<file path="src/sv/utf16_to_utf8_transcoder_assert.svh">
// Assertion macros for the transcoder RTL.
// Depends on nothing; included by u16u8_back, which checks its own logic.
`ifndef UTF16_TO_UTF8_TRANSCODER_ASSERT_SVH
`define UTF16_TO_UTF8_TRANSCODER_ASSERT_SVH

// same-cycle implication
`define U16U8_ASSERT_IMPLY(lbl, clk, rstn, ante, cons, msg) \
	lbl: assert property (@(posedge clk) disable iff (!rstn) (ante) |-> (cons)) else $error(msg);

// next-cycle implication
`define U16U8_ASSERT_NEXT(lbl, clk, rstn, ante, cons, msg) \
	lbl: assert property (@(posedge clk) disable iff (!rstn) (ante) |=> (cons)) else $error(msg);

`endif

</file>
<file path="src/sv/u16u8_pkg.sv">
// Types, constants and the UTF-8 encoder function of the UTF-16 to UTF-8 transcoder.
// Depends on nothing; used by every module of the block.
package u16u8_pkg;

	localparam int COUNT_WIDTH = 16;
	localparam int CNT_W       = (COUNT_WIDTH > 16) ? COUNT_WIDTH : 16;
	localparam logic [CNT_W-1:0] COUNT_MAX = CNT_W'((64'd1 << COUNT_WIDTH) - 64'd1);

	localparam int QDEPTH = 4;
	localparam int QPTR_W = $clog2(QDEPTH);
	localparam int QCNT_W = $clog2(QDEPTH + 1);

	localparam logic [20:0] HIGH_FIRST = 21'h00D800;
	localparam logic [20:0] HIGH_LAST  = 21'h00DBFF;
	localparam logic [20:0] LOW_FIRST  = 21'h00DC00;
	localparam logic [20:0] LOW_LAST   = 21'h00DFFF;
	localparam logic [20:0] SUPP_BASE  = 21'h010000;
	localparam logic [20:0] LIM1       = 21'h000080;
	localparam logic [20:0] LIM2       = 21'h000800;
	localparam logic [20:0] LIM3       = 21'h010000;
	localparam logic [5:0]  HIGH_TAG   = 6'b110110;

	localparam logic [7:0] LEAD2 = 8'hC0;
	localparam logic [7:0] LEAD3 = 8'hE0;
	localparam logic [7:0] LEAD4 = 8'hF0;
	localparam logic [7:0] CONT  = 8'h80;

	localparam logic STATUS_OK       = 1'b0;
	localparam logic STATUS_OVERFLOW = 1'b1;

	typedef struct packed {
		logic [20:0] code_unit;
		logic        last_unit;
	} item_t;

	typedef struct packed {
		logic [7:0]  out_byte;
		logic        byte_valid;
		logic        end_of_run;
		logic        string_done;
		logic        status;
		logic [15:0] byte_count;
	} result_t;

	typedef struct packed {
		logic [3:0][7:0] bytes;
		logic [2:0]      len;
	} utf8_t;

	// one accepted item's work for the back end
	typedef struct packed {
		logic [2:0][7:0] a_bytes;
		logic            a_en;
		logic [3:0][7:0] b_bytes;
		logic [2:0]      b_len;
		logic            stat_en;
		logic            status;
		logic [15:0]     count;
	} job_t;

	function automatic utf8_t encode(input logic [20:0] cp);
		utf8_t r;
		r = '0;
		if (cp < LIM1) begin
			r.bytes[0] = cp[7:0];
			r.len      = 3'd1;
		end else if (cp < LIM2) begin
			r.bytes[0] = LEAD2 | {3'b000, cp[10:6]};
			r.bytes[1] = CONT | {2'b00, cp[5:0]};
			r.len      = 3'd2;
		end else if (cp < LIM3) begin
			r.bytes[0] = LEAD3 | {4'b0000, cp[15:12]};
			r.bytes[1] = CONT | {2'b00, cp[11:6]};
			r.bytes[2] = CONT | {2'b00, cp[5:0]};
			r.len      = 3'd3;
		end else begin
			r.bytes[0] = LEAD4 | {5'b00000, cp[20:18]};
			r.bytes[1] = CONT | {2'b00, cp[17:12]};
			r.bytes[2] = CONT | {2'b00, cp[11:6]};
			r.bytes[3] = CONT | {2'b00, cp[5:0]};
			r.len      = 3'd4;
		end
		return r;
	endfunction

	function automatic logic [3:0] job_results(input job_t j);
		return (j.a_en ? 4'd3 : 4'd0) + {1'b0, j.b_len} + {3'b000, j.stat_en};
	endfunction

endpackage

</file>
<file path="src/sv/u16u8_front.sv">
// Front end: capacity register, surrogate pairing, byte accounting and job building.
// Depends on u16u8_pkg; feeds u16u8_queue.
module u16u8_front (
	input  logic                clk,
	input  logic                arst_n,
	input  logic                capacity_we,
	input  logic [15:0]         capacity_wdata,
	input  u16u8_pkg::item_t    item,
	input  logic                item_valid,
	output logic                item_ready,
	input  logic                q_full,
	output logic                push,
	output u16u8_pkg::job_t     job
);

	logic [15:0]                   cap_q;
	logic                          held_q;
	logic [9:0]                    bits_q;
	logic [u16u8_pkg::CNT_W-1:0]   bw_q;
	logic                          ov_q;

	logic [20:0]                   cu;
	logic                          is_high, is_low, pair, has_a, has_b, hold, count_only;
	logic [20:0]                   cp_a, cp_b;
	u16u8_pkg::utf8_t              enc_a, enc_b;
	logic [2:0]                    len_a, len_b;
	logic [u16u8_pkg::CNT_W:0]     sum_a, sum_b, cap_ext;
	logic                          fail_a, fail_b, emit_a, emit_b, ov_n, held_n, accept;
	logic [u16u8_pkg::CNT_W-1:0]   bw_n;

	always_comb begin
		cu      = item.code_unit;
		is_high = (cu >= u16u8_pkg::HIGH_FIRST) && (cu <= u16u8_pkg::HIGH_LAST);
		is_low  = (cu >= u16u8_pkg::LOW_FIRST) && (cu <= u16u8_pkg::LOW_LAST);
		pair    = held_q && is_low;
		has_a   = held_q && !is_low;
		hold    = !pair && is_high && !item.last_unit;
		has_b   = pair || !hold;

		cp_a  = {5'b00000, u16u8_pkg::HIGH_TAG, bits_q};
		cp_b  = pair ? (u16u8_pkg::SUPP_BASE + {1'b0, bits_q, cu[9:0]}) : cu;
		enc_a = u16u8_pkg::encode(cp_a);
		enc_b = u16u8_pkg::encode(cp_b);
		len_a = has_a ? 3'd3 : 3'd0;
		len_b = has_b ? enc_b.len : 3'd0;

		sum_a   = {1'b0, bw_q} + (u16u8_pkg::CNT_W+1)'(len_a);
		sum_b   = sum_a + (u16u8_pkg::CNT_W+1)'(len_b);
		cap_ext = (u16u8_pkg::CNT_W+1)'(cap_q);
		count_only = (cap_q == 16'd0);

		fail_a = !ov_q && !count_only && has_a && (sum_a > cap_ext);
		fail_b = !ov_q && !count_only && !fail_a && has_b && (sum_b > cap_ext);
		emit_a = !ov_q && !count_only && has_a && !fail_a;
		emit_b = !ov_q && !count_only && has_b && !fail_a && !fail_b;
		ov_n   = ov_q || fail_a || fail_b;
		held_n = hold && !ov_n;

		if (ov_q) begin
			bw_n = bw_q;
		end else if (count_only) begin
			bw_n = (sum_b > {1'b0, u16u8_pkg::COUNT_MAX}) ? u16u8_pkg::COUNT_MAX
			                                              : sum_b[u16u8_pkg::CNT_W-1:0];
		end else if (fail_a) begin
			bw_n = bw_q;
		end else if (fail_b) begin
			bw_n = sum_a[u16u8_pkg::CNT_W-1:0];
		end else begin
			bw_n = sum_b[u16u8_pkg::CNT_W-1:0];
		end

		job.a_bytes = enc_a.bytes[2:0];
		job.a_en    = emit_a;
		job.b_bytes = enc_b.bytes;
		job.b_len   = emit_b ? enc_b.len : 3'd0;
		job.stat_en = item.last_unit;
		job.status  = ov_n ? u16u8_pkg::STATUS_OVERFLOW : u16u8_pkg::STATUS_OK;
		job.count   = ov_n ? 16'd0 : bw_n[15:0];
	end

	assign item_ready = !q_full;
	assign accept     = item_valid && item_ready;
	assign push       = accept && (emit_a || emit_b || item.last_unit);

	always_ff @(posedge clk or negedge arst_n) begin
		if (!arst_n) begin
			cap_q  <= '0;
			held_q <= 1'b0;
			bits_q <= '0;
			bw_q   <= '0;
			ov_q   <= 1'b0;
		end else begin
			if (capacity_we) begin
				cap_q <= capacity_wdata;
			end
			if (accept) begin
				if (item.last_unit) begin
					held_q <= 1'b0;
					bits_q <= '0;
					bw_q   <= '0;
					ov_q   <= 1'b0;
				end else begin
					held_q <= held_n;
					if (hold && !ov_n) begin
						bits_q <= cu[9:0];
					end
					bw_q <= bw_n;
					ov_q <= ov_n;
				end
			end
		end
	end

endmodule

</file>
<file path="src/sv/u16u8_queue.sv">
// Short job queue between the front and back ends.
// Depends on u16u8_pkg.
module u16u8_queue (
	input  logic             clk,
	input  logic             arst_n,
	input  logic             push,
	input  u16u8_pkg::job_t  push_job,
	input  logic             pop,
	output logic             full,
	output logic             head_valid,
	output u16u8_pkg::job_t  head
);

	u16u8_pkg::job_t                mem_q [u16u8_pkg::QDEPTH];
	logic [u16u8_pkg::QPTR_W-1:0]   wr_ptr_q, rd_ptr_q;
	logic [u16u8_pkg::QCNT_W-1:0]   cnt_q;

	function automatic logic [u16u8_pkg::QPTR_W-1:0] next_ptr(
		input logic [u16u8_pkg::QPTR_W-1:0] p);
		return (p == u16u8_pkg::QPTR_W'(u16u8_pkg::QDEPTH - 1)) ? '0
		                                                        : p + 1'b1;
	endfunction

	assign full       = (cnt_q == u16u8_pkg::QCNT_W'(u16u8_pkg::QDEPTH));
	assign head_valid = (cnt_q != '0);
	assign head       = mem_q[rd_ptr_q];

	always_ff @(posedge clk) begin
		if (push) begin
			mem_q[wr_ptr_q] <= push_job;
		end
	end

	always_ff @(posedge clk or negedge arst_n) begin
		if (!arst_n) begin
			wr_ptr_q <= '0;
			rd_ptr_q <= '0;
			cnt_q    <= '0;
		end else begin
			if (push) begin
				wr_ptr_q <= next_ptr(wr_ptr_q);
			end
			if (pop) begin
				rd_ptr_q <= next_ptr(rd_ptr_q);
			end
			if (push && !pop) begin
				cnt_q <= cnt_q + 1'b1;
			end else if (pop && !push) begin
				cnt_q <= cnt_q - 1'b1;
			end
		end
	end

endmodule

</file>
<file path="src/sv/u16u8_back.sv">
// Back end: walks one job's bytes, and its status if it has one, into the registered result port.
// Depends on u16u8_pkg and utf16_to_utf8_transcoder_assert.svh.
`include "utf16_to_utf8_transcoder_assert.svh"

module u16u8_back (
	input  logic                clk,
	input  logic                arst_n,
	input  logic                head_valid,
	input  u16u8_pkg::job_t     head,
	output logic                pop,
	output u16u8_pkg::result_t  result,
	output logic                result_valid,
	input  logic                result_ready
);

	logic [2:0]          idx_q;
	logic                res_valid_q;
	u16u8_pkg::result_t  res_q;

	logic [3:0]          total;
	logic [2:0]          a_cnt, j;
	logic                in_a, eor, load;
	u16u8_pkg::result_t  nxt;

	always_comb begin
		total = u16u8_pkg::job_results(head);
		a_cnt = head.a_en ? 3'd3 : 3'd0;
		in_a  = head.a_en && (idx_q < 3'd3);
		j     = idx_q - a_cnt;
		eor   = ({1'b0, idx_q} == (total - 4'd1));

		nxt            = '0;
		nxt.end_of_run = eor;
		if (in_a) begin
			nxt.out_byte   = head.a_bytes[idx_q[1:0]];
			nxt.byte_valid = 1'b1;
		end else if (j < head.b_len) begin
			nxt.out_byte   = head.b_bytes[j[1:0]];
			nxt.byte_valid = 1'b1;
		end else begin
			nxt.string_done = 1'b1;
			nxt.status      = head.status;
			nxt.byte_count  = head.count;
		end
	end

	assign load         = head_valid && (!res_valid_q || result_ready);
	assign pop          = load && eor;
	assign result       = res_q;
	assign result_valid = res_valid_q;

	always_ff @(posedge clk) begin
		if (load) begin
			res_q <= nxt;
		end
	end

	always_ff @(posedge clk or negedge arst_n) begin
		if (!arst_n) begin
			idx_q       <= '0;
			res_valid_q <= 1'b0;
		end else begin
			if (load) begin
				res_valid_q <= 1'b1;
			end else if (result_ready) begin
				res_valid_q <= 1'b0;
			end
			if (pop) begin
				idx_q <= '0;
			end else if (load) begin
				idx_q <= idx_q + 1'b1;
			end
		end
	end

	`U16U8_ASSERT_IMPLY(a_idx_in_job, clk, arst_n, head_valid, {1'b0, idx_q} < total, "index past end of job")
	`U16U8_ASSERT_IMPLY(a_idx_idle_zero, clk, arst_n, !head_valid, idx_q == 3'd0, "index not cleared with empty queue")
	`U16U8_ASSERT_IMPLY(a_done_shape, clk, arst_n, res_valid_q && res_q.string_done, res_q.end_of_run && !res_q.byte_valid, "status transaction malformed")
	`U16U8_ASSERT_IMPLY(a_ovf_count, clk, arst_n, res_valid_q && res_q.status == u16u8_pkg::STATUS_OVERFLOW, res_q.byte_count == 16'd0, "overflow with nonzero count")
	`U16U8_ASSERT_NEXT(a_idx_step, clk, arst_n, load && !eor, idx_q == 3'($past(idx_q) + 3'd1), "index did not advance")

endmodule

</file>
<file path="src/sv/utf16_to_utf8_transcoder.sv">
// Top level of the UTF-16 to UTF-8 transcoder.
// Depends on u16u8_pkg, u16u8_front, u16u8_queue and u16u8_back.
//
// Takes one code unit per item transaction and returns UTF-8 bytes, then one status
// transaction after the unit flagged last_unit. The front end accepts an item every
// cycle while its four-entry job queue has room; the back end drains one result per
// cycle into a registered output unless result_ready holds it back, so an item's
// results leave one by one: none for a held high surrogate, up to eight in all.
// The first result of an item is registered in the job queue and then in the output
// register, and waits while earlier jobs or results are pending. Write capacity only while
// no string is in flight; zero selects count-only mode.
module utf16_to_utf8_transcoder (
	input  logic                clk,
	input  logic                arst_n,
	input  logic                capacity_we,
	input  logic [15:0]         capacity_wdata,
	input  u16u8_pkg::item_t    item,
	input  logic                item_valid,
	output logic                item_ready,
	output u16u8_pkg::result_t  result,
	output logic                result_valid,
	input  logic                result_ready
);

	logic             q_full, push, pop, head_valid;
	u16u8_pkg::job_t  push_job, head;

	u16u8_front u_front (
		.clk            (clk),
		.arst_n         (arst_n),
		.capacity_we    (capacity_we),
		.capacity_wdata (capacity_wdata),
		.item           (item),
		.item_valid     (item_valid),
		.item_ready     (item_ready),
		.q_full         (q_full),
		.push           (push),
		.job            (push_job)
	);

	u16u8_queue u_queue (
		.clk        (clk),
		.arst_n     (arst_n),
		.push       (push),
		.push_job   (push_job),
		.pop        (pop),
		.full       (q_full),
		.head_valid (head_valid),
		.head       (head)
	);

	u16u8_back u_back (
		.clk          (clk),
		.arst_n       (arst_n),
		.head_valid   (head_valid),
		.head         (head),
		.pop          (pop),
		.result       (result),
		.result_valid (result_valid),
		.result_ready (result_ready)
	);

endmodule
</file>
<file path="config.mk">
export PLATFORM = sky130hd
export DESIGN_NAME = utf16_to_utf8_transcoder
export DESIGN_NICKNAME = d
export VERILOG_FILES = /design/src/sv/u16u8_pkg.sv /design/src/sv/u16u8_front.sv /design/src/sv/u16u8_queue.sv /design/src/sv/u16u8_back.sv /design/src/sv/utf16_to_utf8_transcoder.sv
export VERILOG_INCLUDE_DIRS = /design/src /design/src/sv
export SDC_FILE = /design/constraint.sdc
export NUM_CORES = 1
export LEC_CHECK = 0
export CAP_MARGIN = 10
export CORE_ASPECT_RATIO = 0.6
export CORE_MARGIN = 2
export CORE_UTILIZATION = 50
export DETAILED_ROUTE_END_ITERATION = 10
export DONT_BUFFER_PORTS = 1
export PLACE_DENSITY = 0.68
export SETUP_SLACK_MARGIN = 0.4
export SLEW_MARGIN = 25
export SYNTH_ARGS = -nofsm -noshare
export SYNTH_HDL_FRONTEND = slang
export SYNTH_HIERARCHICAL = 1
export SYNTH_SLANG_ARGS = --single-unit
</file>
<file path="constraint.sdc">
create_clock -name clk -period 8.25 [get_ports clk]
set_input_delay 1.65 -clock clk [delete_from_list [all_inputs] [get_ports clk]]
set_output_delay 1.65 -clock clk [all_outputs]
set_load 0.05 [all_outputs]
</file>
After elaboration in Yosys (flattened, before gate mapping)

Memories as Yosys holds them, arrays and structs flattened.
Cells that the tools add are included.

Equal/unequal tests: 4
$lt $le $gt $ge: 14
Reductions and logical operators: 51
$add $sub $neg: 12
Mux-type cells: 41

Operators with widths:

| operator                 | number |
|---|---|
| $mux W16                 | 8 |
| $ge A21 B16 Y1 const B   | 2 |
| $le A21 B16 Y1 const B   | 2 |
| $gt A17 B16 Y1           | 2 |
| $bmux W8 S2              | 2 |
| $mux W25                 | 1 |
| $logic_and A1 B1 Y1      | 24 |
| $mux W24                 | 1 |
| $mux W8                  | 3 |
| $add A17 B20 Y21 const A | 1 |
| $lt A21 B12 Y1 const B   | 1 |
| $lt A21 B17 Y1 const B   | 1 |
| $lt A21 B8 Y1 const B    | 1 |
| $mux W21                 | 1 |
| $mux W10                 | 2 |
| $mux W19                 | 1 |
| $mux W18                 | 1 |
| $mux W3                  | 6 |
| $mux W9                  | 2 |
| $add A16 B3 Y17          | 1 |
| $add A17 B3 Y17          | 1 |
| $gt A17 B16 Y1 const B   | 1 |
| $logic_not A16 Y1        | 1 |
| $logic_not A1 Y1         | 13 |
| 21 further kinds         | 43 |

Flip-flop bits (word level): 83
Memory bits (writable): 256
Bits of input ports: 43
Memories kept: 1

Memories:

| memory        | words | bits a word | read ports | clocked after Yosys merged registers in | write ports | line              | source |
|---|---|---|---|---|---|---|---|
| u_queue.mem_q | 4     | 64          | 1          | 0                                       | 1           | u16u8_queue.sv:14 | `u16u8_pkg::job_t mem_q [u16u8_pkg::QDEPTH];` |

Depth between registers and ports, before layout

Depth after elaboration: 21
Gate-level depth with buffers: 33
Gate-level depth less buffers: 32

Cells and area by module

Netlist, hierarchy kept.

By module, submodules not included:

| module      | area an instance (µm²) | instances | cells an instance | seq. area each (µm²) |
|---|---|---|---|---|
| u16u8_queue | 11758.8                | 1         | 445               | 9544.2 |
| u16u8_front | 4824.6                 | 1         | 651               | 1101.1 |
| u16u8_back  | 1950.6                 | 1         | 158               | 940.9 |

Worst setup path before layout

OpenSTA, ideal clock, no wires.

Path kind: input -> register
Start point: input port item[18] (netlist bit)
End point: memory u_queue/mem_q[1][0] (netlist bit), enable pin
Slack: -1.539 ns
Library setup time: 0.445 ns
Arrival: 9.344 ns
Stages: 27
Path through: nor4_1 > nand4_1 > nor2_1 > buf_1 > a31oi_1 > nor2_1 > and3_1 > clkbuf_1 > clkbuf_1 > nor3_1 > ha_1 > a21o_1 > a21oi_1 > or3_1 > a2111oi_2 > nand3_1 > nor2_1 > xnor2_1 > inv_1 > ha_1 > nand2_1 > nor2_1 > a211o_1 > o31a_1 > or4_1 > a21oi_1 > and2_1

Word-level cells in the longest chain between the ends: 19

RTL lines:

| what                                                    | line                                 | source |
|---|---|---|
| start: declaration                                      | utf16_to_utf8_transcoder.sv:17       | `input u16u8_pkg::item_t item,` |
| $ge A21 B16 Y1 or $le A21 B16 Y1 (tied branches)        | u16u8_front.sv:34                    | `is_low = (cu >= u16u8_pkg::LOW_FIRST) && (cu <= u16u8_pkg::LOW_LAST);` |
| $logic_and A1 B1 Y1                                     | u16u8_front.sv:34                    |  |
| $logic_and A1 B1 Y1 or $logic_not A1 Y1 (tied branches) | u16u8_front.sv:35, u16u8_front.sv:36 |  |
| $mux W21 (tied with other cells)                        | u16u8_front.sv:41                    | `cp_b = pair ? (u16u8_pkg::SUPP_BASE + {1'b0, bits_q, cu[9:0]}) : cu;` |
| $lt A21 B17 Y1 (tied with other cells)                  | u16u8_pkg.sv:71                      | `end else if (cp < LIM3) begin` |
| $mux W25 (tied with other cells)                        | u16u8_pkg.sv:71                      |  |
| $mux W19 (tied with other cells)                        | u16u8_pkg.sv:67                      | `end else if (cp < LIM2) begin` |
| $mux W11 (tied with other cells)                        | u16u8_pkg.sv:64                      | `if (cp < LIM1) begin` |
| (+3 left out)                                           | -                                    |  |
| $logic_and A1 B1 Y1                                     | u16u8_front.sv:53                    | `fail_b = !ov_q && !count_only && !fail_a && has_b && (sum_b > cap_ext);` |
| $logic_not A1 Y1                                        | u16u8_front.sv:55                    | `emit_b = !ov_q && !count_only && has_b && !fail_a && !fail_b;` |
| $logic_and A1 B1 Y1                                     | u16u8_front.sv:55                    |  |
| $logic_or A1 B1 Y1 * (2 in series)                      | u16u8_front.sv:83                    | `assign push = accept && (emit_a \|\| emit_b \|\| item.last_unit);` |
| $logic_and A1 B1 Y1 *                                   | u16u8_front.sv:83                    |  |
| named net push                                          | utf16_to_utf8_transcoder.sv:25       | `logic q_full, push, pop, head_valid;` |
| $mux W1 *                                               | u16u8_queue.sv:29                    | `if (push) begin` |
| $mux W1 (implied by the code) *                         | u16u8_queue.sv:30                    | `mem_q[wr_ptr_q] <= push_job;` |
| end: declaration                                        | u16u8_queue.sv:14                    |  |

Mark *: on every way through the listed nets, which the timed path passes. The rest lies on a longest branch.

Worst setup path in the final report

Start point: input port item[21] (netlist bit)
End point: register u_queue/cnt_q[2] (netlist bit)

Word-level cells in the longest chain between the ends: 20

RTL lines:

| what                                                    | line                                 | source |
|---|---|---|
| $ge A21 B16 Y1 or $le A21 B16 Y1 (tied branches)        | u16u8_front.sv:34                    |  |
| $logic_and A1 B1 Y1                                     | u16u8_front.sv:34                    |  |
| $logic_and A1 B1 Y1 or $logic_not A1 Y1 (tied branches) | u16u8_front.sv:35, u16u8_front.sv:36 |  |
| $mux W21 (tied with other cells)                        | u16u8_front.sv:41                    |  |
| $lt A21 B17 Y1 (tied with other cells)                  | u16u8_pkg.sv:71                      |  |
| $mux W25 (tied with other cells)                        | u16u8_pkg.sv:71                      |  |
| $mux W19 (tied with other cells)                        | u16u8_pkg.sv:67                      |  |
| $mux W11 (tied with other cells)                        | u16u8_pkg.sv:64                      |  |
| (+4 left out)                                           | -                                    |  |
| $logic_not A1 Y1                                        | u16u8_front.sv:55                    |  |
| $logic_and A1 B1 Y1                                     | u16u8_front.sv:55                    |  |
| $logic_or A1 B1 Y1 * (2 in series)                      | u16u8_front.sv:83                    |  |
| $logic_and A1 B1 Y1 *                                   | u16u8_front.sv:83                    |  |
| named net push                                          | utf16_to_utf8_transcoder.sv:25       |  |
| $logic_not A1 Y1                                        | u16u8_queue.sv:48                    | `end else if (pop && !push) begin` |
| $logic_and A1 B1 Y1                                     | u16u8_queue.sv:48                    |  |
| $reduce_bool A2 Y1 (no line)                            | -                                    |  |
| end signal: assignment                                  | u16u8_queue.sv:47                    | `cnt_q <= cnt_q + 1'b1;` |
| end signal: assignment                                  | u16u8_queue.sv:49                    | `cnt_q <= cnt_q - 1'b1;` |
| end: declaration                                        | u16u8_queue.sv:16                    | `logic [u16u8_pkg::QCNT_W-1:0] cnt_q;` |

Marks and branches as above.
A chain may end at the register's enable or synchronous reset.

==> run_results.csv <==
group,metric,value,unit
critical_path,cp-end-kind,"flip-flop",
global_route,grt_pass1_wl,66.05,mm
place,dpl-instance-area,19180,µm²
sta,grt_setup_unrepaired,"no",
floorplanning,dieArea,38680,µm²
detailed_routing,vias,10970,
critical_path,crit_fanout,5,
floorplanning,die_h,153.1,µm
synth,yosysUniqueCellTypes,80,
critical_path,arrival,8030,ps
final_layout,multi_input_area,6327,µm²
final_layout,fill_cells,2814,
clocking,clock_sinks,395,
critical_path,worstPathRequired,8720,ps
detailed_routing,wirelength,43.30,mm
final_layout,diodes,0,
critical_path,worstSetupStartpointType,"input pin",
global_route,grt_max_degree,56,
synth,synth.top_cells.by_area,"edfxtp_1, mux4_2, dfrtp_1, ha_1, nand2_1",
clocking,path_clk_slew,60,ps
sta,tightest_slew,1024,ps
global_route,grt_pass1_vias,10520,
synth,ys_seq_area_frac,0.6251,
min_path,hold_class,"reg2reg",
sta,setup_viol,0,
job,maxCapViolCount,0,
power_and_ir_drop,ir_worst_vdd,216.3,µV
final_layout,regArea,11590,µm²
detailed_routing,dr.pass1.iters,6,
clocking,insertion_delay,560,ps
final_layout,drive_gt1_frac,0.1902,
synth,synth-seq-cells,395,
place,dp_hpwl,29.30,mm
global_route,antenna_found_initial,0,
synth,synth_largest_area_cell,"edfxtp_1",
synth,synth_top_area_share,0.5509,
sta,fin_crit_sh,0.9163,
detailed_routing,drtIter0Drc,1156,
place,dp_slack,-30.16,ps
clocking,cts_tree,"done",
detailed_routing,vias_per_cell,6.105,
floorplanning,fp.dieW,252.6,µm
global_route,grt.total_usage,0.2284,
sta,fmax,132.3,MHz
sta,finalHoldViolations,0,
sta,fin_crit,7559,ps
final_layout,final_nets,1390,
power_and_ir_drop,p_leak,7.371,nW
detailed_routing,wire_per_inst,24.11,µm
synth,syn-cell-area,18530,µm²
run_status,status,"completed",
clocking,cts_root_buf,"clkbuf_16",
synth,synthArstFlopShare,0.1392,
floorplanning,top_level_ports,73,
synth,synth_top_flop_cell,"edfxtp_1",
sta,drv_slew,0,
clocking,clockBufferDepth,3,
floorplanning,initial_core_util,0.5089,
floorplanning,core_area,36420,µm²
detailed_routing,drc,0,
place,routabilityCongestion,0.9516,
synth,ys_warn_count,6,
global_route,overflow,0,
synth,postSynthCellCount,1254,
floorplanning,rows,54,
sta,slew_headroom,0.3086,
clocking,numCtsBuffers,39,
power_and_ir_drop,power.density,363.4,nW/µm²
final_layout,stdcell_area,20580,µm²
place,port_buffers,0,
sta,worst_slack,690.5,ps
final_layout,syn_to_final_growth,11.06,%
synth,synth-edff-count,340,
detailed_routing,drt.antenna.violating_nets,0,
synth,avgSynthCellArea,14.78,µm²
sta,skew,20.29,ps
critical_path,path_class,"in2reg",
clocking,h-tree-depth,2,
per-stage QoR:
stage | TNS (ps) | instances | total power, mW | hold slack (ps) | util
floorplan | 0 | 1269 | 5.024 | 449.1 | -
CTS | 0 | 1791 | 7.530 | 488.5 | 0.5622
global route | 0 | 1796 | 7.863 | 515.6 | 0.5652
finish | 0 | 1796 | 7.480 | 483.1 | 0.5652
global placement | 0 | 1719 | 5.643 | 478.4 | 0.5266
detailed placement | -30.16 | 1719 | 5.706 | 480.5 | 0.5266
power by group:
group | leakage (nW) | total, mW | internal (mW) | switching, mW
combinational | 2.92 | 2.46 | 1.09 | 1.37
sequential | 3.82 | 3.21 | 2.71 | 0.502
clock | 0.631 | 1.81 | 1.05 | 0.760
total | 7.37 | 7.48 | 4.85 | 2.63
state kept, by name (all words and copies together), names as in the netlist:
signal	cells
u_queue/mem_q	312
u_back/result	28
u_front/bw_q	16
u_front/cap_q	16
u_front/bits_q	10
u_back/idx_q	3
u_queue/cnt_q	3
u_queue/rd_ptr_q	2
u_queue/wr_ptr_q	2
u_back/result_valid	1
u_front/held_q	1
u_front/ov_q	1
cells in the final DEF (no fill, tap or decap), types with 17 or more instances in the layout:
master and instances:
xnor2_1 26, nor2_1 49, conb_1 17, a21oi_1 57, clkbuf_16 41, dfrtp_1 53
edfxtp_1 340, and2_1 17, ha_1 52, o21ai_0 57, nand3_1 21, inv_1 68
mux4_2 86, mux2i_1 17, buf_4 44, nand2_1 106
area by class of cell:
| class | instances | area share |
|---|---|---|
| flip-flops and latches | 395 | 0.5632 |
| clock buffers | 50 | 0.05197 |
| repair buffers | 53 | 0.02438 |
| well taps | 476 | 0.02893 |
| multi-input cells | 729 | 0.3074 |
| clock inverters | 22 | 0.01112 |
| inverters | 71 | 0.01295 |
per-layer routing:
metal  part of all wire  wire, µm  GRT usage
met5                  0         0          0
met1               0.47     20140     0.3583
met2               0.41     17600     0.3070
met3               0.11      4713    0.07527
met4              0.019       841    0.05100
repair_timing:
action,CTS,global route
buffers inserted,0,5
hold buffers,0,0
setup endpoints to repair,0,334
resized for setup,0,17
cells by family after synthesis:
group | synth area share
compound gates | 0.07251
simple gates | 0.08169
xor+xnor | 0.01917
buf+inv | 0.04320
other cells | 0.0004052
flops | 0.6251
mux | 0.1167
fa+ha+maj | 0.04118
worst paths after layout:
check | startpoint | to | slack [ps] | depth (start not counted)
worst max-delay path | item[21] | u_queue/cnt_q[2] | 690 | 28
worst min-delay path | u_queue/cnt_q[2] | u_queue/cnt_q[2] | 480 | 1
worst max register to register | u_front/bits_q[6] | u_queue/cnt_q[2] | 1300 | 32
worst min register to register | u_queue/cnt_q[2] | u_queue/cnt_q[2] | 480 | 1
max in group asynchronous | arst_n | u_queue/rd_ptr_q[1] | 7330 | 0
min in group asynchronous | arst_n | u_front/bits_q[1] | 790 | 0
Yosys cell counts (all sizes together), types with 6 or more instances:
library cell	n
edfxtp	340
nand2	107
mux4	86
inv	70
o21ai	63
a21oi	59
dfrtp	55
nor2	54
buf	53
ha	53
and2	29
xnor2	28
nand3	22
clkbuf	21
mux2i	17
nand4	14
nor4	13
nor3	12
and3	10
nor2b	10
o22ai	10
xor2	10
a211oi	8
a21boi	7
a21o	6
a31oi	6
critical path, cell delays in order:
cell and delay [ps]:
nor4_4 310, nand4_1 240, nand2_2 150, inv_1 130
ha_2 240, fa_2 480, xor2_2 240, ha_1 380
a21oi_1 120, or3_4 400, a2111oi_4 330, nand3_1 190
nor2_2 140, xnor2_1 150, inv_1 70, ha_1 300
nand2_1 90, nor2_1 50, a211o_1 240, o31a_1 290
or4_4 580, a21oi_4 200, ha_1 210, inv_1 60
fa_1 370, xor2_1 150, nor2_1 110, xor2_1 150
(Power assumes the default switching activity.)
